$ cat src/hdl/fpa_pkg.sv
// Package for the fixed-point ALU: operation codes, default widths and shared helpers.
// No dependencies; every other file imports it.
package fpa_pkg;

   localparam int FRAC_BITS_DEF = 8;
   localparam int WORD_BITS_DEF = 32;
   localparam int PORT_BITS     = 32;
   localparam int KIND_BITS     = 4;

   typedef enum logic [KIND_BITS-1:0] {
      OP_ADD      = 4'd0,
      OP_SUB      = 4'd1,
      OP_MUL      = 4'd2,
      OP_DIV      = 4'd3,
      OP_MAX      = 4'd4,
      OP_MIN      = 4'd5,
      OP_INC      = 4'd6,
      OP_DEC      = 4'd7,
      OP_TO_INT   = 4'd8,
      OP_FROM_INT = 4'd9
   } op_type;

   typedef struct packed {
      logic less;
      logic equal;
      logic greater;
   } cmp_type;

endpackage

$ cat src/hdl/fpa_simple.sv
// Arithmetic for add, sub, max, min, inc, dec, to_int and from_int.
// Depends on fpa_pkg. Purely combinational; the caller registers the outcome.
module fpa_simple
   import fpa_pkg::*;
#(
   parameter int FRAC_BITS = FRAC_BITS_DEF,
   parameter int WORD_BITS = WORD_BITS_DEF
) (
   input  logic [KIND_BITS-1:0]        kind,
   input  logic signed [WORD_BITS-1:0] a,
   input  logic signed [WORD_BITS-1:0] b,
   output logic signed [WORD_BITS-1:0] value,
   output logic                        ovf
);

   localparam int WIDE = WORD_BITS + FRAC_BITS + 2;
   localparam logic signed [WIDE-1:0] WMAX = (WIDE'(1) <<< (WORD_BITS-1)) - WIDE'(1);
   localparam logic signed [WIDE-1:0] WMIN = -(WIDE'(1) <<< (WORD_BITS-1));

   logic signed [WIDE-1:0] wide;
   logic                   use_sat;

   always_comb begin
      wide    = '0;
      use_sat = 1'b1;
      value   = '0;
      case (kind)
         OP_ADD:      wide = WIDE'(a) + WIDE'(b);
         OP_SUB:      wide = WIDE'(a) - WIDE'(b);
         OP_INC:      wide = WIDE'(a) + WIDE'(1);
         OP_DEC:      wide = WIDE'(a) - WIDE'(1);
         OP_FROM_INT: wide = WIDE'(a) <<< FRAC_BITS;
         OP_MAX: begin
            use_sat = 1'b0;
            value   = (a > b) ? a : b;
         end
         OP_MIN: begin
            use_sat = 1'b0;
            value   = (a < b) ? a : b;
         end
         OP_TO_INT: begin
            use_sat = 1'b0;
            value   = a >>> FRAC_BITS;
         end
         default: use_sat = 1'b0;
      endcase
      ovf = 1'b0;
      if (use_sat) begin
         if (wide > WMAX) begin
            ovf   = 1'b1;
            value = WMAX[WORD_BITS-1:0];
         end else if (wide < WMIN) begin
            ovf   = 1'b1;
            value = WMIN[WORD_BITS-1:0];
         end else begin
            value = wide[WORD_BITS-1:0];
         end
      end
   end

endmodule

$ cat config.mk
export PLATFORM = sky130hd
export DESIGN_NAME = fpa_simple
export DESIGN_NICKNAME = d
export VERILOG_FILES = /design/src/hdl/fpa_pkg.sv /design/src/hdl/fpa_simple.sv
export SDC_FILE = /design/constraint.sdc
export NUM_CORES = 1
export LEC_CHECK = 0
export ABC_AREA = 1
export BUFFER_PORTS_ARGS = -buffer_cell sky130_fd_sc_hd__buf_4
export CAP_MARGIN = 10
export CORE_MARGIN = 2
export CORE_UTILIZATION = 45
export DETAILED_ROUTE_END_ITERATION = 16
export GPL_TIMING_DRIVEN = 0
export PLACE_DENSITY = 0.64
export SYNTH_ARGS = -nofsm -noshare
export SYNTH_HDL_FRONTEND = slang
export SYNTH_SLANG_ARGS = --single-unit
$ cat constraint.sdc
create_clock -name vclk -period 10.76
set_input_delay 2.152 -clock vclk [all_inputs]
set_output_delay 2.152 -clock vclk [all_outputs]
set_load 0.03 [all_outputs]
* Word level (Yosys, flattened, before mapping)
Index checks and enable logic that the tools add are counted.
** Cells by class
- $add $sub $neg :: 4
- Magnitude comparators :: 4
- Equal/unequal tests :: 7
- Mux-type cells :: 11
- Reduce and logical (&&, ||, !) cells :: 2
** Operators with widths (count)
- one-hot mux 42 bit (5 select lines) :: 1
- 2-to-1 mux 32 bit :: 5
- one-hot mux 32 bit (3 select lines) :: 1
- greater-than comparator 42 x 32 -> 1 bit, second input constant :: 1
- less-than comparator 42 x 32 -> 1 bit, second input constant :: 1
- adder 32 x 2 -> 33 bit, second input constant :: 1
- adder 32 x 32 -> 33 bit :: 1
- subtractor 32 x 2 -> 33 bit, second input constant :: 1
- subtractor 32 x 32 -> 33 bit :: 1
- greater-than comparator 32 bit :: 1
- less-than comparator 32 bit :: 1
- equality test 4 x 3 -> 1 bit, second input constant :: 4
- equality test 4 bit, second input constant :: 2
- OR reduction 5 bit :: 1
- equality test 4 x 1 -> 1 bit, second input constant :: 1
- zero test 4 bit :: 1
- 2-to-1 mux 1 bit :: 4
** Storage, ports and cells
- Bits in registers :: 0
- Output and inout port bits :: 33
- Logic and storage cells :: 28

* Logic depth before layout (Yosys ltp)
- Word-level depth :: 6
- Mapped depth :: 22
- Mapped depth without buffers :: 21

* Worst setup path before layout
No wires, ideal clock.
- Path kind :: in2out
- From :: input a[0]
- To :: output ovf
- Arrival time :: 4.396 ns
- Required time :: 8.608 ns
- Slack :: 4.212 ns
- Cell stages on the path :: 18
- Path buffers :: 1
- Cell sequence :: ha_1 > inv_1 > fa_1 > or2_1 > o21ai_2 > nand2_1 > nand2_2 > nand2_1 > nand2_2 > nand2_1 > nand3_1 > nand3_2 > nand3_4 > clkinv_1 > nand3b_4 > nand2_4 > buf_12 > nand2_1
** On the way
- Word-level cells in the longest chain between the ends :: 6
- Elaborated cells on any way between the ends :: 10
- Those cells by class :: add/sub (4); order compare (2); mux (4)
** RTL lines
- start: declaration :: line fpa_simple.sv:10 : input logic signed [WORD_BITS-1:0] a,
- subtractor 32 x 2 -> 33 bit (tied with other cells) :: line fpa_simple.sv:31 : OP_DEC: wide = WIDE'(a) - WIDE'(1);
- one-hot mux 42 bit (5 select lines) * :: line fpa_simple.sv:27 : case (kind)
- less-than comparator 42 x 32 -> 1 bit :: line fpa_simple.sv:52 : end else if (wide < WMIN) begin
- 2-to-1 mux 1 bit :: line fpa_simple.sv:52
- 2-to-1 mux 1 bit * :: line fpa_simple.sv:49 : if (wide > WMAX) begin
- 2-to-1 mux 1 bit * :: line fpa_simple.sv:48 : if (use_sat) begin
- end: declaration :: line fpa_simple.sv:13 : output logic ovf
Mark *: on every way between the ends. The rest lies on a longest branch, timed or not.

* Final worst setup path
- From :: input b[2]
- To :: output value[17]
** On the way
- Word-level cells in the longest chain between the ends :: 6
- Elaborated cells on any way between the ends :: 13
- Those cells by class :: add/sub (2); order compare (4); mux (7)
** RTL lines
- start: declaration :: line fpa_simple.sv:11 : input logic signed [WORD_BITS-1:0] b,
- subtractor 32 x 32 -> 33 bit / adder 32 x 32 -> 33 bit (equally long branches) :: line fpa_simple.sv:29, fpa_simple.sv:28
- one-hot mux 42 bit (5 select lines) :: line fpa_simple.sv:27
- less-than comparator 42 x 32 -> 1 bit :: line fpa_simple.sv:52
- 2-to-1 mux 32 bit :: line fpa_simple.sv:52
- 2-to-1 mux 32 bit :: line fpa_simple.sv:49
- 2-to-1 mux 32 bit * :: line fpa_simple.sv:48
- end: declaration :: line fpa_simple.sv:12 : output logic signed [WORD_BITS-1:0] value,
Marks and branches as above.

==> flow_summary.yaml <==
run_status:
  run_status: "completed"
cells_and_area:
  antenna-diode-count: 0
  layout.cells.most_common_list: "sky130_fd_sc_hd__nand2_1 (457), sky130_fd_sc_hd__inv_1 (209), sky130_fd_sc_hd__nor2_1 (185), sky130_fd_sc_hd__nand3_1 (175), sky130_fd_sc_hd__a21oi_1 (142)"
  drive_above_1_share_pct: 13.5
  synthToLayoutAreaGrowth_pct: 12.1
  final_cell_area_sq_um: 9710
  nets: 1932
  fillers: 2165
  seqCellArea_sq_um: 0
  final_util_pct: 51.7
  layout_commonest_cell: "sky130_fd_sc_hd__nand2_1"
  flops_and_latches: 0
  num-clock-buffers: 0
routing:
  via_per_instance_ratio: 6.09
  detailroute.via_count: 12400
  drt-wirelength-per-cell_microns: 21.3
  drcViolationCount: 0
  detail_route.wirelength_microns: 43200
  detail-route-antenna-nets: 0
  detailedRoute.firstPassIterationCount: 7
  drt-initial-drc-count: 1630
floorplan:
  top_level_ports: 101
  fp-row-count: 50
  core_area_sq_um: 18800
  fp.dieH_microns: 143
  die_area_sq_um: 20400
  die_width_microns: 143
  initial_utilization_pct: 46.1
setup_path:
  timing.critical_path.from: "b[2]"
  worst_setup_path_start_kind: "input port"
  worstSetupEndpointType: "output port"
  cpLargestDelayFamily: "simple AND/OR/NAND/NOR gates"
  worstPathMaxFanout: 10
  crit_chain: "buf_4 > inv_1 > ha_1 > inv_1 > nand2_1 > o21ai_0 > nand2_1 > nand2_1 > nand2_1 > nand2_1 > nand2_1 > nand3_1 > nand3_1 > nand3_1 > nand3_1 > nand2_2 > buf_2 > nand2_1 > nand3_2 > buf_4"
  critical_path.n_buffers_inverters: 5
  critical_path.max_stage_delay_ns: 0.48
  timing.critical_path.arrival_ns: 5.56
  critical-path-top-cell-by-count: "sky130_fd_sc_hd__nand2_1"
  crit_path_slowest_cell: "sky130_fd_sc_hd__o21ai_0"
  worstSetupPathType: "in2out"
  wp_data_required_ns: 8.61
power:
  ir_drop_uv: 32.5
  p_leak_nw: 5.13
  powerDensity_nw_per_um2: 56.8
  total_power_mw: 0.551
sta:
  timing.final.crit_period_ns: 7.71
  maximum_clock_rate_mhz: 130
  max-slew-margin-rel_pct: 26.0
  rsz0062_at_grt: "false"
  setup_violations: 0
  hold_viol_final: 0
  tightest_pin_transition_ns: 1.10
  worst_slack_ns: 3.05
  maxSlewViolCount: 0
  fin_tns_setup_ns: 0
  finalCritPeriodShare_pct: 71.7
yosys:
  ys_types: 53
  largest_area_contributor_in_the_netlist: "sky130_fd_sc_hd__nand2_1"
  synth.top_cells.by_area: "sky130_fd_sc_hd__nand2_1 (20%), sky130_fd_sc_hd__nand3_1 (10%), sky130_fd_sc_hd__ha_1 (9.5%), sky130_fd_sc_hd__inv_1 (9.1%), sky130_fd_sc_hd__a21oi_1 (8.2%)"
  post_synth.cell_area_avg_sq_um: 5.11
  synthDominantCellAreaShare_pct: 19.8
  synthesis.area_sq_um: 8660
  post_synth_inst_count: 1693
  synth_seq_area_share_pct: 0
  syn-num-nets: 1829
  ys_warn_count: 0
global_route:
  grt_max_degree: 11
  global_route.usage.total_pct: 41.1
  grt_pass1_vias: 10800
  grt_first_pass_wirelength_microns: 63200
  grt_antenna_before_repair: 0
  grt_remaining_overflow: 0
place:
  pre_cts_slack_ns: 3.25
  placedInstanceArea_sq_um: 9710
  port_buffers: 101
  detailed_place_hpwl_microns: 35600
  gp_congestion: 1.05
hold_path:
  worst_hold_path_type: "in2out"
  hold_start: "b[31]"
  timing.hold.worst_path_depth: 4
  whs_endpoint: "value[31]"
job:
  maximum_capacitance_violations: 0
clock_network:
  post-cts-setup-buffers: 0
  ctsHoldBuffers: 0
  cts-resized-gates: 0
-- worst max path at each step --
stage,cells after the start,slack [ns],endpoint
6_report,20,3.05,value[17]
5_1_grt,19,2.97,value[17]
4_1_cts,19,3.24,value[16]
3_5_place_dp,19,3.25,value[16]
3_3_place_gp,20,3.28,value[17]
2_1_floorplan,18,4.21,ovf
-- cells in the mapped netlist (2+ instances only) --
library cell	count
sky130_fd_sc_hd__o2111ai_1	6
sky130_fd_sc_hd__o311ai_0	3
sky130_fd_sc_hd__o21ai_0	90
sky130_fd_sc_hd__o21a_1	2
sky130_fd_sc_hd__clkbuf_1	23
sky130_fd_sc_hd__nor4_1	4
sky130_fd_sc_hd__a21o_1	2
sky130_fd_sc_hd__o211ai_1	6
sky130_fd_sc_hd__buf_4	8
sky130_fd_sc_hd__nand4_1	27
sky130_fd_sc_hd__nand3_1	175
sky130_fd_sc_hd__nor2_4	3
sky130_fd_sc_hd__or2_2	6
sky130_fd_sc_hd__clkinv_1	3
sky130_fd_sc_hd__a21boi_0	23
sky130_fd_sc_hd__o21ai_1	15
sky130_fd_sc_hd__nor2_1	185
sky130_fd_sc_hd__o21bai_1	17
sky130_fd_sc_hd__a21boi_1	2
sky130_fd_sc_hd__nor2_8	2
sky130_fd_sc_hd__o22ai_1	15
sky130_fd_sc_hd__a21oi_1	142
sky130_fd_sc_hd__xor2_1	17
sky130_fd_sc_hd__inv_1	209
sky130_fd_sc_hd__a31oi_1	14
sky130_fd_sc_hd__buf_2	32
sky130_fd_sc_hd__fa_1	2
sky130_fd_sc_hd__nor2_2	9
sky130_fd_sc_hd__nand3_4	2
sky130_fd_sc_hd__nand2_1	457
sky130_fd_sc_hd__nand3_2	34
sky130_fd_sc_hd__a21oi_2	4
sky130_fd_sc_hd__ha_1	66
sky130_fd_sc_hd__buf_12	3
sky130_fd_sc_hd__nor3_1	39
sky130_fd_sc_hd__inv_2	15
sky130_fd_sc_hd__nand2_4	3
sky130_fd_sc_hd__nand2_2	8
sky130_fd_sc_hd__nor3_2	4
sky130_fd_sc_hd__clkbuf_2	3
-- metal layers --
metal / up-vias / GRT usage [%] / part of all wire, %
met5: - / 0 / 0
met4: 0 / 13.2 / 3.8
met3: 93 / 8.35 / 13
met2: 771 / 63.5 / 43
met1: 5684 / 57.1 / 41
li1: 5812 / - / -
-- area by class of cell --
type / instances / area (sq um) / share of cell area [%]
inverter: 227 / 852 / 8.78
buffer: 69 / 382 / 3.93
multi-input combinational: 1397 / 7420 / 76.5
timing repair buffer: 101 / 758 / 7.81
tap: 234 / 293 / 3.02
-- through the flow --
step	hold WS (ns)	cells
finish	4.76	2028
floorplan	4.57	1693
CTS	4.76	2028
global placement	4.76	2028
global route	4.78	2028
detailed placement	4.76	2028
-- cells by family (layout without fill, tap and decap cells) --
family | Yosys count | after routing | share of synthesized area (%)
compound gates | 347 | 347 | 22.8
xor+xnor | 17 | 17 | 1.72
buf+inv | 296 | 397 | 14.3
fa+ha+maj | 68 | 68 | 10.0
simple gates | 965 | 965 | 51.2
-- tightest hold or removal path, cell delays in order --
cell,delay [ns]
sky130_fd_sc_hd__buf_4,0.10
sky130_fd_sc_hd__o211ai_1,0.10
sky130_fd_sc_hd__nand4_1,0.10
sky130_fd_sc_hd__buf_4,0.16
-- power breakdown --
part / switching (mW) / total, mW / leakage [nW] / internal (mW)
Sequential: 0 / 0 / 0 / 0
Combinational: 0.382 / 0.551 / 5.13 / 0.169
Clock: 0 / 0 / 0 / 0
Total: 0.382 / 0.551 / 5.13 / 0.169
No activity file was read; power rests on OpenSTA's default activity.
